File: config.mk
export PLATFORM = sky130hd
export DESIGN_NAME = sync_word_bitmap_frame_capture_flat
export DESIGN_NICKNAME = d
export VERILOG_FILES = /design/src/rtl/swb_pkg.sv /design/src/rtl/swb_if.sv /design/src/rtl/swb_front.sv /design/src/rtl/swb_queue.sv /design/src/rtl/swb_back.sv /design/src/rtl/sync_word_bitmap_frame_capture.sv /design/src/flat_wrapper.sv
export VERILOG_INCLUDE_DIRS = /design/src /design/src/rtl
export SDC_FILE = /design/constraint.sdc
export NUM_CORES = 1
export LEC_CHECK = 0
export BUFFER_PORTS_ARGS = -buffer_cell sky130_fd_sc_hd__buf_2
export CAP_MARGIN = 20
export CORE_MARGIN = 3
export CORE_UTILIZATION = 32
export DETAILED_ROUTE_END_ITERATION = 12
export GPL_TIMING_DRIVEN = 0
export MAX_ROUTING_LAYER = met4
export SYNTH_ARGS = -nofsm -noshare
export SYNTH_HDL_FRONTEND = slang
export SYNTH_SLANG_ARGS = --single-unit
export TNS_END_PERCENT = 100
File: constraint.sdc
create_clock -name clk -period 5.2 [get_ports clk]
set_input_delay 0.26 -clock clk [delete_from_list [all_inputs] [get_ports clk]]
set_output_delay 0.26 -clock clk [all_outputs]
set_load 0.05 [all_outputs]
File: src/rtl/assert_macros.svh
// assertion macros shared by the rtl modules
`ifndef ASSERT_MACROS_SVH
`define ASSERT_MACROS_SVH

// clocked check, suspended while reset is low
`define SWB_ASSERT(label, prop, msg) \
	label: assert property (@(posedge clk) disable iff (!arst_n) prop) else $error(msg);

// clocked check that also holds during reset
`define SWB_ASSERT_ALWAYS(label, prop, msg) \
	label: assert property (@(posedge clk) prop) else $error(msg);

`endif

File: src/rtl/swb_pkg.sv
// shared types and constants of the sync word bitmap capture block
package swb_pkg;

	localparam int BYTE_W   = 8;
	localparam int COLUMN_W = 4;
	localparam int ROW_W    = 6;

	// configuration port
	localparam int CFG_IDX_W  = 1;
	localparam int CFG_DATA_W = 8;
	localparam logic [CFG_IDX_W-1:0] REG_SYNC_FIRST  = 1'd0;
	localparam logic [CFG_IDX_W-1:0] REG_SYNC_SECOND = 1'd1;
	localparam logic [CFG_DATA_W-1:0] SYNC_FIRST_RST  = 8'h0B;
	localparam logic [CFG_DATA_W-1:0] SYNC_SECOND_RST = 8'hBB;

	// queue between front and back
	localparam int Q_DEPTH = 2;
	localparam int Q_PTR_W = 1;
	localparam int Q_CNT_W = 2;

	typedef logic [BYTE_W-1:0]   byte_t;
	typedef logic [COLUMN_W-1:0] column_t;
	typedef logic [ROW_W-1:0]    row_t;

	typedef struct packed {
		logic full;
		logic empty;
	} q_stat_t;

endpackage

File: src/rtl/swb_if.sv
// request channel interfaces: received bytes in, tagged pixel bytes out
interface swb_in_if import swb_pkg::*; ();
	logic  valid;
	logic  ready;
	byte_t data_byte;

	modport source (output valid, output data_byte, input ready);
	modport sink (input valid, input data_byte, output ready);
endinterface

interface swb_out_if import swb_pkg::*; ();
	logic    valid;
	logic    ready;
	byte_t   pixel_bits;
	column_t byte_column;
	row_t    row;
	logic    frame_end;

	modport source (output valid, output pixel_bits, output byte_column, output row,
		output frame_end, input ready);
	modport sink (input valid, input pixel_bits, input byte_column, input row,
		input frame_end, output ready);
endinterface

File: src/rtl/swb_front.sv
// front end: sync word hunt, payload length tracking and sync registers
`include "assert_macros.svh"
module swb_front import swb_pkg::*; #(
	parameter int ROW_BYTES = 10,
	parameter int ROWS      = 60
) (
	input  logic                  clk,
	input  logic                  arst_n,
	swb_in_if.sink                in_ch,
	input  logic                  cfg_we,
	input  logic [CFG_IDX_W-1:0]  cfg_index,
	input  logic [CFG_DATA_W-1:0] cfg_data,
	input  q_stat_t               q_stat,
	output logic                  push,
	output byte_t                 push_data
);

	localparam int TOTAL = ROW_BYTES * ROWS;
	localparam int FW    = (TOTAL > 1) ? $clog2(TOTAL) : 1;

	typedef enum logic [1:0] {
		ST_HUNT,
		ST_FIRST,
		ST_PAYLOAD
	} state_t;

	state_t          state_q;
	logic [FW-1:0]   frame_q;
	byte_t           sync_first_q;
	byte_t           sync_second_q;
	logic            take;
	logic            last;

	assign in_ch.ready = !q_stat.full;
	assign take        = in_ch.valid && in_ch.ready;
	assign last        = (frame_q == FW'(TOTAL - 1));
	assign push        = take && (state_q == ST_PAYLOAD);
	assign push_data   = in_ch.data_byte;

	always_ff @(posedge clk or negedge arst_n) begin
		if (!arst_n) begin
			sync_first_q  <= SYNC_FIRST_RST;
			sync_second_q <= SYNC_SECOND_RST;
		end else if (cfg_we) begin
			unique case (cfg_index)
				REG_SYNC_FIRST:  sync_first_q  <= cfg_data;
				REG_SYNC_SECOND: sync_second_q <= cfg_data;
				default: ;
			endcase
		end
	end

	always_ff @(posedge clk or negedge arst_n) begin
		if (!arst_n) begin
			state_q <= ST_HUNT;
			frame_q <= '0;
		end else if (take) begin
			unique case (state_q)
				ST_PAYLOAD: begin
					if (last) begin
						state_q <= ST_HUNT;
						frame_q <= '0;
					end else begin
						frame_q <= frame_q + 1'b1;
					end
				end
				ST_FIRST: begin
					// second byte checked first so equal sync bytes complete the word
					if (in_ch.data_byte == sync_second_q) begin
						state_q <= ST_PAYLOAD;
						frame_q <= '0;
					end else if (in_ch.data_byte == sync_first_q) begin
						state_q <= ST_FIRST;
					end else begin
						state_q <= ST_HUNT;
					end
				end
				default: begin
					state_q <= (in_ch.data_byte == sync_first_q) ? ST_FIRST : ST_HUNT;
				end
			endcase
		end
	end

	`SWB_ASSERT(a_frame_done_hunts, (push && last) |=> (state_q == ST_HUNT),
		"front did not return to hunting after the last payload byte")
	`SWB_ASSERT(a_count_only_payload, (state_q != ST_PAYLOAD) |-> (frame_q == '0),
		"payload counter moved outside a frame")

endmodule

File: src/rtl/swb_queue.sv
// short queue of payload bytes between front and back
`include "assert_macros.svh"
module swb_queue import swb_pkg::*; (
	input  logic    clk,
	input  logic    arst_n,
	input  logic    push,
	input  byte_t   push_data,
	input  logic    pop,
	output byte_t   pop_data,
	output q_stat_t q_stat
);

	byte_t              mem_q [Q_DEPTH];
	logic [Q_PTR_W-1:0] wr_ptr_q;
	logic [Q_PTR_W-1:0] rd_ptr_q;
	logic [Q_CNT_W-1:0] count_q;

	assign q_stat.full  = (count_q == Q_CNT_W'(Q_DEPTH));
	assign q_stat.empty = (count_q == '0);
	assign pop_data     = mem_q[rd_ptr_q];

	always_ff @(posedge clk) begin
		if (push) begin
			mem_q[wr_ptr_q] <= push_data;
		end
	end

	always_ff @(posedge clk or negedge arst_n) begin
		if (!arst_n) begin
			wr_ptr_q <= '0;
			rd_ptr_q <= '0;
			count_q  <= '0;
		end else begin
			if (push) wr_ptr_q <= wr_ptr_q + 1'b1;
			if (pop)  rd_ptr_q <= rd_ptr_q + 1'b1;
			case ({push, pop})
				2'b10:   count_q <= count_q + 1'b1;
				2'b01:   count_q <= count_q - 1'b1;
				default: count_q <= count_q;
			endcase
		end
	end

	`SWB_ASSERT(a_count_bound, count_q <= Q_CNT_W'(Q_DEPTH),
		"queue holds more entries than its depth")

endmodule

File: src/rtl/swb_back.sv
// back end: column and row tagging and the output register
`include "assert_macros.svh"
module swb_back import swb_pkg::*; #(
	parameter int ROW_BYTES = 10,
	parameter int ROWS      = 60
) (
	input  logic      clk,
	input  logic      arst_n,
	input  q_stat_t   q_stat,
	input  byte_t     pop_data,
	output logic      pop,
	swb_out_if.source out_ch
);

	localparam int CW = (ROW_BYTES > 1) ? $clog2(ROW_BYTES) : 1;
	localparam int RW = (ROWS > 1) ? $clog2(ROWS) : 1;

	logic [CW-1:0]          col_q;
	logic [RW-1:0]          row_q;
	logic [CW+COLUMN_W-1:0] col_ext;
	logic [RW+ROW_W-1:0]    row_ext;
	logic                   last_col;
	logic                   last_row;
	logic                   valid_q;
	byte_t                  pixel_q;
	column_t                column_q;
	row_t                   row_out_q;
	logic                   end_q;

	// counters reported masked to the field widths
	assign col_ext  = {{COLUMN_W{1'b0}}, col_q};
	assign row_ext  = {{ROW_W{1'b0}}, row_q};
	assign last_col = (col_q == CW'(ROW_BYTES - 1));
	assign last_row = (row_q == RW'(ROWS - 1));
	assign pop      = !q_stat.empty && (!valid_q || out_ch.ready);

	assign out_ch.valid       = valid_q;
	assign out_ch.pixel_bits  = pixel_q;
	assign out_ch.byte_column = column_q;
	assign out_ch.row         = row_out_q;
	assign out_ch.frame_end   = end_q;

	always_ff @(posedge clk) begin
		if (pop) begin
			pixel_q   <= pop_data;
			column_q  <= col_ext[COLUMN_W-1:0];
			row_out_q <= row_ext[ROW_W-1:0];
			end_q     <= last_col && last_row;
		end
	end

	always_ff @(posedge clk or negedge arst_n) begin
		if (!arst_n) begin
			valid_q <= 1'b0;
			col_q   <= '0;
			row_q   <= '0;
		end else begin
			if (pop) begin
				valid_q <= 1'b1;
			end else if (out_ch.ready) begin
				valid_q <= 1'b0;
			end
			if (pop) begin
				if (last_col) begin
					col_q <= '0;
					row_q <= last_row ? '0 : row_q + 1'b1;
				end else begin
					col_q <= col_q + 1'b1;
				end
			end
		end
	end

	`SWB_ASSERT(a_frame_wraps, (pop && last_col && last_row) |=> (col_q == '0 && row_q == '0),
		"tag counters did not wrap after the last byte of a frame")
	`SWB_ASSERT(a_no_overwrite, (valid_q && !out_ch.ready) |-> !pop,
		"output register loaded while a request was still waiting")

endmodule

File: src/rtl/sync_word_bitmap_frame_capture.sv
// top level of the sync word bitmap frame capture block
//
//  channel    dir  handshake        payload
//  in_ch      in   valid / ready    data_byte[7:0]
//  out_ch     out  valid / ready    pixel_bits[7:0] byte_column[3:0] row[5:0] frame_end
//  cfg        in   cfg_we only      cfg_index[0] cfg_data[7:0]
//
// one byte per cycle sustained while out_ch.ready stays high; a payload byte passes a queue
// entry, then the output register, before it is presented; bytes outside a frame give no request
// the front keeps taking bytes while the two-entry queue has room, so an output stall
// backs up into in_ch.ready only once the queue and the output register are full
// arst_n clears the hunt state, the tag counters, the queue and the output valid, and
// loads the sync registers with 0x0B and 0xBB; no clearing pass is needed
module sync_word_bitmap_frame_capture import swb_pkg::*; #(
	parameter int ROW_BYTES = 10,
	parameter int ROWS      = 60
) (
	input  logic                  clk,
	input  logic                  arst_n,
	swb_in_if.sink                in_ch,
	swb_out_if.source             out_ch,
	input  logic                  cfg_we,
	input  logic [CFG_IDX_W-1:0]  cfg_index,
	input  logic [CFG_DATA_W-1:0] cfg_data
);

	// front to queue
	logic    push;
	byte_t   push_data;
	// queue to back
	logic    pop;
	byte_t   pop_data;
	q_stat_t q_stat;

	// sync hunt and payload length; only payload bytes are pushed
	swb_front #(
		.ROW_BYTES (ROW_BYTES),
		.ROWS      (ROWS)
	) u_front (
		.clk       (clk),
		.arst_n    (arst_n),
		.in_ch     (in_ch),
		.cfg_we    (cfg_we),
		.cfg_index (cfg_index),
		.cfg_data  (cfg_data),
		.q_stat    (q_stat),
		.push      (push),
		.push_data (push_data)
	);

	// decouples the hunt from output stalls
	swb_queue u_queue (
		.clk       (clk),
		.arst_n    (arst_n),
		.push      (push),
		.push_data (push_data),
		.pop       (pop),
		.pop_data  (pop_data),
		.q_stat    (q_stat)
	);

	// tags each byte with column and row, flags the last byte of the frame
	swb_back #(
		.ROW_BYTES (ROW_BYTES),
		.ROWS      (ROWS)
	) u_back (
		.clk      (clk),
		.arst_n   (arst_n),
		.q_stat   (q_stat),
		.pop_data (pop_data),
		.pop      (pop),
		.out_ch   (out_ch)
	);

endmodule
File: src/flat_wrapper.sv
// flat-port wrapper written by rule: the top's interface ports become plain ports
module sync_word_bitmap_frame_capture_flat import swb_pkg::*;
#(
	parameter int ROW_BYTES = 10,
	parameter int ROWS      = 60
)
  (clk, arst_n, cfg_we, cfg_index, cfg_data, in_ch_valid, in_ch_data_byte, in_ch_ready, out_ch_valid, out_ch_pixel_bits, out_ch_byte_column, out_ch_row, out_ch_frame_end, out_ch_ready);
  swb_in_if in_ch_i ();
  swb_out_if out_ch_i ();
  input  logic clk;
  input  logic arst_n;
  input  logic cfg_we;
  input  logic [CFG_IDX_W-1:0] cfg_index;
  input  logic [CFG_DATA_W-1:0] cfg_data;
  input wire logic [$bits(in_ch_i.valid)-1:0] in_ch_valid;
  input wire logic [$bits(in_ch_i.data_byte)-1:0] in_ch_data_byte;
  output wire logic [$bits(in_ch_i.ready)-1:0] in_ch_ready;
  output wire logic [$bits(out_ch_i.valid)-1:0] out_ch_valid;
  output wire logic [$bits(out_ch_i.pixel_bits)-1:0] out_ch_pixel_bits;
  output wire logic [$bits(out_ch_i.byte_column)-1:0] out_ch_byte_column;
  output wire logic [$bits(out_ch_i.row)-1:0] out_ch_row;
  output wire logic [$bits(out_ch_i.frame_end)-1:0] out_ch_frame_end;
  input wire logic [$bits(out_ch_i.ready)-1:0] out_ch_ready;
  assign in_ch_i.valid = in_ch_valid;
  assign in_ch_i.data_byte = in_ch_data_byte;
  assign in_ch_ready = in_ch_i.ready;
  assign out_ch_valid = out_ch_i.valid;
  assign out_ch_pixel_bits = out_ch_i.pixel_bits;
  assign out_ch_byte_column = out_ch_i.byte_column;
  assign out_ch_row = out_ch_i.row;
  assign out_ch_frame_end = out_ch_i.frame_end;
  assign out_ch_i.ready = out_ch_ready;
  sync_word_bitmap_frame_capture #(.ROW_BYTES(ROW_BYTES), .ROWS(ROWS)) u_core (.clk(clk), .arst_n(arst_n), .in_ch(in_ch_i), .out_ch(out_ch_i), .cfg_we(cfg_we), .cfg_index(cfg_index), .cfg_data(cfg_data));
endmodule
Word level (Yosys, flattened, before mapping):

Memory sizes are Yosys's and may differ from the RTL's. A register that Yosys moved wholly into a read port is not among the register bits.
Index checks and enable logic that the tools add are counted.

* equal/unequal tests: 12
* $lt $le $gt $ge: 0
* divide/modulo/power cells: 0
* shifts and indexed selects: 0
* muxes and demuxes: 14
* reductions and logical operators: 17
* add/sub/neg operators: 7
* bitwise operators: 1
* multiply operators: 0

Operator list (count)
* 2-to-1 mux 10 bit: 2
* case mux 10 bit (2 select lines): 1
* == test 8 bit: 2
* adder 10 x 1 -> 10 bit, second input constant: 1
* == test 10 bit, second input constant: 1
* case mux 2 bit (2 select lines): 2
* AND reduction 2 bit: 4
* adder 6 x 1 -> 6 bit, second input constant: 1
* == test 2 bit, second input constant: 3
* == test 6 bit, second input constant: 1
* 2-to-1 mux 6 bit: 1
* nonzero test 2 bit: 3
* 2-to-1 mux 1 bit: 5
* adder 4 x 1 -> 4 bit, second input constant: 1
* == test 2 x 1 -> 1 bit, second input constant: 2
* == test 4 bit, second input constant: 1
* logical AND 1 bit: 4
* 2-to-1 mux 2 bit: 2
* 2-to-1 mux 4 bit: 1
* != test 2 bit, second input constant: 2
* logical NOT 1 bit: 3
* AND reduction 3 bit: 1
* adder 1 bit, second input constant: 2
* adder 2 x 1 -> 2 bit, second input constant: 1
* other kinds (4): 4

* memories kept: 1
* bits in read-only memories: 0
* RAM bits: 16
* latch bits: 0
* bits of input ports: 22
* register bits: 54
* output and inout bits: 21

Memory list
* u_core.u_queue.mem_q: depth 2, bits a word 8, rd ports 1, clocked after Yosys merged registers in 1, wr ports 1, line swb_queue.sv:13 `byte_t mem_q [Q_DEPTH];`

Longest topological paths before layout:

Gate-level depths: netlist (run 1).

* depth after elaboration: 6
* mapped depth: 7

By module:

From an unflattened synthesis (run 1), not the netlist that was laid out.

* cells, all modules: 256
* area total of the unflattened synthesis: 3473.3 µm²

By module, submodules not included
* swb_front: instances 1, area each 1571.5 µm², cells an instance 142, seq. area each 711.9 µm²
* swb_back: instances 1, area each 1139.8 µm², cells an instance 73, seq. area each 845.8 µm²
* swb_queue: instances 1, area each 762.0 µm², cells an instance 41, seq. area each 580.6 µm²

Worst setup path after synthesis (run 1):

No wires, ideal clock.

* path type: flip-flop to flip-flop
* start: register u_core.u_back.valid_q, in the netlist u_core.u_back.out_ch.valid
* end: register u_core.u_back.col_q[3]
* path buffers: 0
* clock period less this slack: 2093 ps
* slack: 3107 ps
* data required time: 5079 ps
* stages on the path, launching flop included: 6
* arrival time: 1972 ps
* library setup time: 121 ps
* path through: dfrtp_1 -> nand2b_1 -> o21a_1 -> nand2_1 -> a21o_1 -> a22o_1

* word-level cells in the longest chain between the ends: 3

RTL lines
* start: declaration: line swb_back.sv:24 `logic valid_q;`
* start signal: assignment: line swb_back.sv:54 `valid_q <= 1'b0;`
* start signal: assignment: line swb_back.sv:59 `valid_q <= 1'b1;`
* start signal: assignment: line swb_back.sv:61 `valid_q <= 1'b0;`
* logical NOT 1 bit: line swb_back.sv:35 `assign pop = !q_stat.empty && (!valid_q || out_ch.ready);`
* logical OR 1 bit: line swb_back.sv:35
* logical AND 1 bit: line swb_back.sv:35
* named net u_core.pop: line sync_word_bitmap_frame_capture.sv:31 `logic pop;`
* end signal: assignment: line swb_back.sv:68 `col_q <= col_q + 1'b1;`
* end: declaration: line swb_back.sv:18 `logic [CW-1:0] col_q;`

The timed path passes the listed nets, and every way through them passes these cells.
A chain may end at the register's enable or synchronous reset.

Final worst setup path (run 1):

Ends and elaborated chain as after synthesis.

==> results.toml, run 1 <==
[die]
die_area_mm2 = 0.0118
start_util_pct = 33.8
io_pins = 43
num_rows = 36
die_h_um = 109
fp.dieW_um = 109
core_mm2 = 0.0100

[power_and_ir_drop]
p_sw_uw = 675
power_frac_clock_pct = 28.0
vdd_drop_max_mv = 0.260
internal_power_uw = 1290
switching_share_pct = 34.4
cellLeakagePower_uw = 0.00159
seqPwrFrac_pct = 43.8
p_per_area_mw_per_mm2 = 485
combPwrFrac_pct = 28.2

[setup_path]
worst_path_max_delay_cell = "o21a_1"
start_kind = "flop"
path_class = "flop to flop"
cp_max_fo = 24
critPathMaxStageDelay_ns = 0.83
endpoint_kind = "flop"
crit_start = "u_core.u_back.out_ch.valid"
reg2reg_from = "u_core.u_back.out_ch.valid"
path_cells = "nand2b_1 -> o21a_1 -> nand2_1 -> a21o_1 -> a22o_1"
critPathRequiredTime_ns = 5.43
arrival_ns = 2.37

[sta]
fin_ws_ns = 3.06
max_slew_margin_pct = 32.2
clock.fmax_ghz = 0.466
hold_viol_final = 0
whs_ns = 0.163
slew_violations = 0
fin_skew_ns = 0.00815
post-route-period-util_pct = 41.2
setup_viol = 0
worst_pin_slew_ns = 1.02
fin_crit_ns = 2.14
setup_tns_ns = 0
rsz0062_at_grt = "no"

[finish]
multi_input_area_mm2 = 0.00118
drive_gt1_share_pct = 34.6
layout_common_cells = "buf_2, edfxtp_1, dfrtp_1, mux2_2, nand2_1"
fin_nets = 328
design_area_mm2 = 0.00404
fin_util_pct = 40.4
regArea_mm2 = 0.00214
mostFrequentLayoutCell = "buf_2"
fill_cells = 959
area_growth_syn_to_layout_pct = 19.6

[yosys]
ys_ff_latch = 78
synth-edff-count = 35
synthCells = 246
syn_nets = 273
syn_area_per_cell_um2 = 13.7
yosys_warnings = 0
ys_seq_area_share_pct = 63.3
synthFlopType = "edfxtp_1"
syn_area_mm2 = 0.00338
synth_cell_types = 45
asyncSetResetFlopFracSynth_pct = 55.1

[clock_tree]
h-tree-depth = 3
clock_latency_ns = 0.34
cts_buffer_depth = 2
cts_tree = "yes"
clkTransAtPathRegs_ns = 0.08
cts_made_buffers = 9
clockRootBuffer = "clkbuf_8"
cts.sinks = 78

[global_route]
gr-usage-all-layers_pct = 10.8
grt_first_pass_wirelength_mm = 9.54
grt_pass1_vias = 1968
overflow = 0
antenna_found_initial = 1
grt_max_degree = 44

[drt]
finalWirelength_mm = 5.69
via_per_inst = 4.55
drtAntennaViolNets = 0
vias = 2000
drc = 0
routedWlPerCell_um = 12.9
drtPass1Iterations = 4
drtIter0Drc = 79

[place]
pre_cts_ws_ns = 3.00
gp_congestion = 0.811
io_buffers = 42
dp_hpwl_mm = 3.97
dpl-instance-area_mm2 = 0.00375

[job]
cap_violations = 0

[worst_hold_path]
min_path_type = "input port to flop"
min_from = "in_ch_data_byte[6]"

[status]
outcome = "finished clean"
==> final timing paths <==
kind	endpoint	slack, ns	cells after the start
max reg2reg	u_core.u_back.col_q[3]	3.06	5
max	u_core.u_back.col_q[3]	3.06	5
min in group asynchronous	u_core.u_queue.rd_ptr_q	0.43	2
max in group asynchronous	u_core.u_front.state_q[1]	4.27	3
min reg2reg	u_core.u_back.out_ch.row[5]	0.51	0
min	u_core.u_queue.mem_q[1][6]	0.16	1
==> worst max-delay path, delay by kind of cell, from the launching register on <==
kind | cells | cell delay, ns
flops | 1 | 0.38
compound gates | 3 | 1.28
simple gates | 2 | 0.39
==> sequential cells by signal, indices dropped and copies added (netlist names) <==
| register | count |
|---|---|
| u_core.u_back.col_q | 4 |
| u_core.u_queue.mem_q | 16 |
| u_core.u_back.row_q | 6 |
| u_core.u_queue.wr_ptr_q | 1 |
| u_core.u_front.sync_second_q | 8 |
| u_core.u_queue.count_q | 2 |
| u_core.u_back.out_ch.row | 6 |
| u_core.u_back.out_ch.byte_column | 4 |
| u_core.u_back.out_ch.valid | 1 |
| u_core.u_queue.rd_ptr_q | 1 |
| u_core.u_front.frame_q | 10 |
| u_core.u_back.out_ch.frame_end | 1 |
| u_core.u_front.sync_first_q | 8 |
| u_core.u_back.out_ch.pixel_bits | 8 |
| u_core.u_front.state_q | 2 |
==> synth_stat cells, types with 6 or more instances <==
cell / n / area, µm²
nor3_1: 6 / 30.0
dfstp_2: 9 / 236
xor2_1: 13 / 114
nor2_1: 15 / 56.3
mux2_2: 26 / 293
xnor2_1: 14 / 123
dfrtp_1: 34 / 851
edfxtp_1: 35 / 1050
inv_1: 7 / 26.3
nand2_1: 18 / 67.6
o21ai_0: 7 / 35.0
==> per-layer routing <==
layer	GRT usage (%)	wire length [µm]	vias up
li1	-	-	999
met2	16.7	2700	28
met1	13.5	2650	963
met4	5.32	130	0
met5	-	0	-
met3	2.43	207	10
==> metrics by stage <==
stage	total power, µW	instances
after floorplan	1300	246
after global placement	1420	421
after detailed placement	1430	421
after CTS	1980	437
after global routing	2060	440
final	1960	440
==> power groups by stage <==
stage	registers (µW)	logic [µW]	clock network, µW
3_3_place_gp	870	552	0
2_1_floorplan	1080	224	0
6_report	858	553	550
3_5_place_dp	874	558	0
4_1_cts	861	560	564
5_1_grt	875	601	588
==> cell families after synthesis <==
group           share of synthesized area (%)
flops                                    63.3
buf+inv                                  1.63
simple gates                             10.5
fa+ha+maj                                1.85
mux                                      8.96
compound gates                           6.78
xor+xnor                                 7.00
==> cell type report <==
class,count,share of cell area [%]
diodes,1,0.0619
plain buffers,6,0.712
clock inverters,6,2.91
multi-input cells,155,29.3
well taps,133,4.12
inverters,7,0.650
repair buffers,44,6.13
clock buffers,10,3.16
flip-flops and latches,78,52.9
==> what timing repair did <==
item,CTS,global route
hold buffers,0,1
hold endpoints to repair,0,12
setup buffers,0,0
gates resized for setup,0,0
setup endpoints to repair,0,0
Power figures use the tool's default switching activity.
==> run 2, diff against run 1 <==
==> constraint.sdc (replaced) <==
create_clock -name clk -period 2 [get_ports clk]
set_input_delay 0.1 -clock clk [delete_from_list [all_inputs] [get_ports clk]]
set_output_delay 0.1 -clock clk [all_outputs]
set_load 0.05 [all_outputs]
==> run 2 against run 1 <==
Utilization up 0.24 points; critical path depth rose by 1; power is 140% higher; critical path type unchanged; largest cell class unchanged.
==> results.toml, run 2 (synthesized netlist as in run 1, its figures left out) <==
[setup_path]
start_kind = "flop"
worst_path_max_delay_cell = "dfstp_2"
cp.buffers_inverters = 1
cp_top_family = "flip-flops"
cp.depth = 6
path_cells = "xor2_1 -> nor4_1 -> nand2_1 -> a21o_1 -> buf_2 -> a211o_1"
arrival_ns = 2.06
ff2ff_path_depth = 6
critPathMaxStageDelay_ns = 0.54
critPathRequiredTime_ns = 2.23
path_class = "flop to flop"
r2r_setup_slack_ns = 0.17
endpoint_kind = "flop"
cp_max_fo = 10

[drt]
drtPass1Iterations = 4
finalWirelength_mm = 5.75
routedWlPerCell_um = 12.8
drc = 0
via_per_inst = 4.54
drtAntennaViolNets = 0
drtIter0Drc = 70
vias = 2039

[job]
cap_violations = 0

[finish]
fin_nets = 337
largest_reg_flops = 16
layout.cells.non_filler = 449
reg_top3 = "u_core.u_queue.mem_q: 16 flops, u_core.u_front.frame_q: 10 flops"
mostFrequentLayoutCell = "buf_2"
area_growth_syn_to_layout_pct = 20.3
fin_util_pct = 40.6
fill_cells = 974
regMostFlops = "u_core.u_queue.mem_q"
layout_common_cells = "buf_2, edfxtp_1, dfrtp_1, mux2_2, nand2_1"
drive_gt1_share_pct = 34.0

[global_route]
antenna_found_initial = 1
grt_first_pass_wirelength_mm = 9.53
grt_pass1_vias = 2008
overflow = 0
gr-usage-all-layers_pct = 10.8
grt_max_degree = 44

[clock_tree]
cts_tree = "yes"
clock_latency_ns = 0.35
cts_made_buffers = 9
postCtsSetupBuffers = 0
clkTransAtPathRegs_ns = 0.08
clockRootBuffer = "clkbuf_8"
h-tree-depth = 3
cts.sinks = 78
cts_buffer_depth = 2

[sta]
slew_violations = 0
post-route-period-util_pct = 91.6
hold_viol_final = 0
fin_crit_ns = 1.83
clock.fmax_ghz = 0.546
fin_skew_ns = 0.0112
max_slew_margin_pct = 54.0
setup_viol = 0
worst_pin_slew_ns = 0.688
setup_tns_ns = 0
rsz0062_at_grt = "no"

[worst_hold_path]
hold_depth = 1
min_path_type = "input port to flop"

[place]
dp.cells = 421
dp_hpwl_mm = 3.98
gp_congestion = 0.817
io_buffers = 42

[power_and_ir_drop]
internal_power_uw = 2970
switching_share_pct = 37.4
seqPwrFrac_pct = 46.8
power_frac_clock_pct = 22.5
cellLeakagePower_uw = 0.00159
p_sw_uw = 1780
p_per_area_mw_per_mm2 = 1170
vdd_drop_max_mv = 0.647
combPwrFrac_pct = 30.6

[die]
num_rows = 36
start_util_pct = 33.8
core_mm2 = 0.0100
io_pins = 43
fp.dieW_um = 109
die_h_um = 109
die_area_mm2 = 0.0118

[status]
outcome = "finished clean"
run 2: power by group through the flow:
stage                     sequential (µW)  clock (µW)  combinational (µW)
after global routing                 2270        1170                1580
after floorplan                      2800           0                 585
final                                2230        1070                1460
after CTS                            2230        1110                1480
after detailed placement             2260           0                1460
after global placement               2260           0                1440
run 2: layer usage:
| layer | routed length, µm | vias to the layer above | track usage [%] |
|---|---|---|---|
| met5 | 0 | - | - |
| met4 | 82 | 0 | 3.79 |
| met2 | 2840 | 26 | 17.1 |
| met1 | 2620 | 985 | 13.1 |
| met3 | 200 | 6 | 3.32 |
| li1 | - | 1022 | - |
run 2: area by class of cell:
cell class / instances / area (µm²) / share of cell area [%]
repair buffers: 54 / 340 / 8.37
well taps: 133 / 166 / 4.09
flip-flops and latches: 78 / 2140 / 52.6
multi-input cells: 155 / 1190 / 29.2
diodes: 1 / 2.50 / 0.0616
clock inverters: 7 / 55.1 / 1.35
plain buffers: 5 / 25.0 / 0.616
clock buffers: 9 / 124 / 3.05
inverters: 7 / 26.3 / 0.647
run 2: worst paths after layout:
check,start,to
min,in_ch_data_byte[7],u_core.u_queue.mem_q[1][7]
min in group asynchronous,arst_n,u_core.u_front.sync_first_q[6]
max reg2reg,u_core.u_front.sync_second_q[5],u_core.u_front.frame_q[7]
max in group asynchronous,arst_n,u_core.u_front.sync_second_q[7]
min reg2reg,u_core.u_queue.wr_ptr_q,u_core.u_queue.wr_ptr_q
max,u_core.u_front.sync_second_q[5],u_core.u_front.frame_q[7]
run 2: per-stage QoR:
stage	instance area (µm²)	hold slack, ns	power [µW]	worst slack (ns)
2_1_floorplan	3380	-0.196	3380	0.181
3_3_place_gp	3760	0.330	3700	0.0806
3_5_place_dp	3760	0.328	3720	0.0818
4_1_cts	4030	0.000427	4820	0.0794
5_1_grt	4060	0.00814	5030	0.00882
6_report	4060	0.0160	4750	0.167
run 2: worst reg2reg max path: stages, from the launching register on:
cell     delay [ns]
dfstp_2        0.54
xor2_1         0.06
nor4_1         0.30
nand2_1        0.15
a21o_1         0.19
buf_2          0.17
a211o_1        0.30
run 2: repair_timing:
item                       in CTS  in global routing
hold endpoints to repair       49                  3
resized for setup               0                  0
setup endpoints to repair       0                  2
hold buffers                    9                  2
==> run 3, diff against run 2 <==
--- a/config.mk
+++ b/config.mk
@@ -8,8 +8,8 @@
 export LEC_CHECK = 0
 export BUFFER_PORTS_ARGS = -buffer_cell sky130_fd_sc_hd__buf_2
 export CAP_MARGIN = 20
-export CORE_MARGIN = 3
 export CORE_UTILIZATION = 32
+export CTS_BUF_LIST = sky130_fd_sc_hd__clkbuf_4
 export DETAILED_ROUTE_END_ITERATION = 12
 export GPL_TIMING_DRIVEN = 0
 export MAX_ROUTING_LAYER = met4
==> run 3 against run 2 <==
Final cell count is 2.0% higher; clock power is 22% lower; wire length is 1.9% higher; power is 4.8% lower; sequential cell count stayed put; largest power group unchanged; global-route usage is 0.98 points higher; first-iteration DRC count is 4.3% lower; critical path type unchanged; the flow now finishes with violations (negative hold slack).
==> results.toml, run 3 (synthesized netlist as in run 1, its figures left out) <==
[die]
core_mm2 = 0.0103
io_pins = 43
num_rows = 37
start_util_pct = 32.9
die_h_um = 105
die_area_mm2 = 0.0110
fp.dieW_um = 105

[drt]
drtAntennaViolNets = 0
routedWlPerCell_um = 12.8
drtPass1Iterations = 4
drtIter0Drc = 67
vias = 2086
via_per_inst = 4.55
finalWirelength_mm = 5.86
drc = 0

[sta]
fin_crit_ns = 1.87
rsz0062_at_grt = "no"
setup_viol = 0
setup_tns_ns = 0
whs_ns = -0.00375
clock.fmax_ghz = 0.535
post-route-period-util_pct = 93.5
worst_pin_slew_ns = 0.758
hold_viol_final = 1
fin_skew_ns = 0.0131
fin_ws_ns = 0.131
max_slew_margin_pct = 49.2
slew_violations = 0

[setup_path]
endpoint_kind = "flop"
critPathMaxStageDelay_ns = 0.56
cp.buffers_inverters = 1
start_kind = "flop"
cp_max_fo = 10
worst_path_max_delay_cell = "dfstp_2"
path_class = "flop to flop"
path_cells = "xor2_1 -> nor4_1 -> nand2_1 -> a21o_1 -> buf_2 -> a211o_1"
cp_top_family = "flip-flops"
arrival_ns = 2.20
critPathRequiredTime_ns = 2.33

[global_route]
grt_first_pass_wirelength_mm = 9.62
gr-usage-all-layers_pct = 11.8
grt_pass1_vias = 1998
antenna_found_initial = 0
grt_max_degree = 44
overflow = 0

[finish]
mostFrequentLayoutCell = "buf_2"
layout_common_cells = "buf_2, edfxtp_1, dfrtp_1, mux2_2"
largest_reg_flops = 16
multi_input_area_mm2 = 0.00119
fill_cells = 1001
reg_top3 = "u_core.u_queue.mem_q: 16 flops, u_core.u_front.frame_q: 10 flops"
fin_nets = 344
regMostFlops = "u_core.u_queue.mem_q"
drive_gt1_share_pct = 33.2
antennaDiodeCount = 0
area_growth_syn_to_layout_pct = 20.6
regArea_mm2 = 0.00214

[power_and_ir_drop]
p_per_area_mw_per_mm2 = 1110
cellLeakagePower_uw = 0.00159
vdd_drop_max_mv = 0.463

[clock_tree]
cts_made_buffers = 9
clockRootBuffer = "clkbuf_4"
cts.sinks = 78
h-tree-depth = 3
cts_tree = "yes"
ctsResizeCount = 0
clkTransAtPathRegs_ns = 0.13
cts_buffer_depth = 2
clock_latency_ns = 0.43
postCtsSetupBuffers = 0

[place]
io_buffers = 42
gp_congestion = 0.795
pre_cts_ws_ns = 0.0645
dp_hpwl_mm = 4.11

[worst_hold_path]
min_path_type = "input port to flop"

[job]
cap_violations = 0

[status]
violations = "negative hold slack"
outcome = "finished with violations"
[run 3: cell count changes in the layout (fill, tap and decap cells not counted)]
cell and delta:
clkbuf_4 +9, clkbuf_8 -9, clkinv_2 +1, clkinv_4 +2, clkinvlp_4 -1, diode_2 -1, dlygate4sd3_1 +7, inv_6 -1
inv_8 -1
[run 3: metrics by stage]
step | instances | util [%] | cell area [µm²] | power, µW
after global placement | 424 | 36.6 | 3760 | 3690
final | 458 | 39.6 | 4070 | 4530
after global routing | 458 | 39.6 | 4070 | 4770
after floorplan | 246 | - | 3380 | 3380
after CTS | 457 | 39.4 | 4050 | 4580
after detailed placement | 424 | 36.6 | 3760 | 3730
[run 3: final timing paths]
path                                                  from                         endpoint  slack [ns]  cells after the start
min in group asynchronous                           arst_n        u_core.u_front.frame_q[0]        0.54                      3
max in group asynchronous                           arst_n  u_core.u_front.sync_second_q[7]        0.96                      4
max reg2reg                u_core.u_front.sync_second_q[5]        u_core.u_front.frame_q[7]        0.13                      6
min reg2reg                         u_core.u_back.row_q[1]      u_core.u_back.out_ch.row[1]        0.51                      0
max                        u_core.u_front.sync_second_q[5]        u_core.u_front.frame_q[7]        0.13                      6
min                                           out_ch_ready       u_core.u_back.out_ch.valid      -0.004                      3
[run 3: metal layers]
layer	part of all wire (%)	up-vias	global-route usage [%]	wire, µm
met1	46	995	14.8	2680
li1	-	1032	-	-
met5	0	-	-	0
met2	47	46	17.7	2780
met4	1.9	0	4.83	113
met3	4.8	13	3.62	283
[run 3: timing repair]
item | 4_1_cts | 5_1_grt
endpoints found under the setup margin | 0 | 2
hold buffers | 17 | 1
endpoints found under the hold margin | 66 | 2
[run 3: cell type report]
| cell class | count | area share (%) |
|---|---|---|
| well taps | 136 | 4.18 |
| multi-input cells | 155 | 29.1 |
| repair buffers | 61 | 10.1 |
| clock buffers | 9 | 1.66 |
| flip-flops and latches | 78 | 52.5 |
| clock inverters | 7 | 1.23 |
| inverters | 7 | 0.645 |
| plain buffers | 5 | 0.614 |
[run 3: power by group]
group	internal, µW	switching, µW	total, µW
Sequential	2060	169	2230
Combinational	459	1010	1470
Clock	257	575	832
Total	2780	1750	4530
[run 3: worst min-delay path, cell delays in order]
cell and delay [ns]:
buf_2 0.07, nand2b_1 0.14, nand2_1 0.08
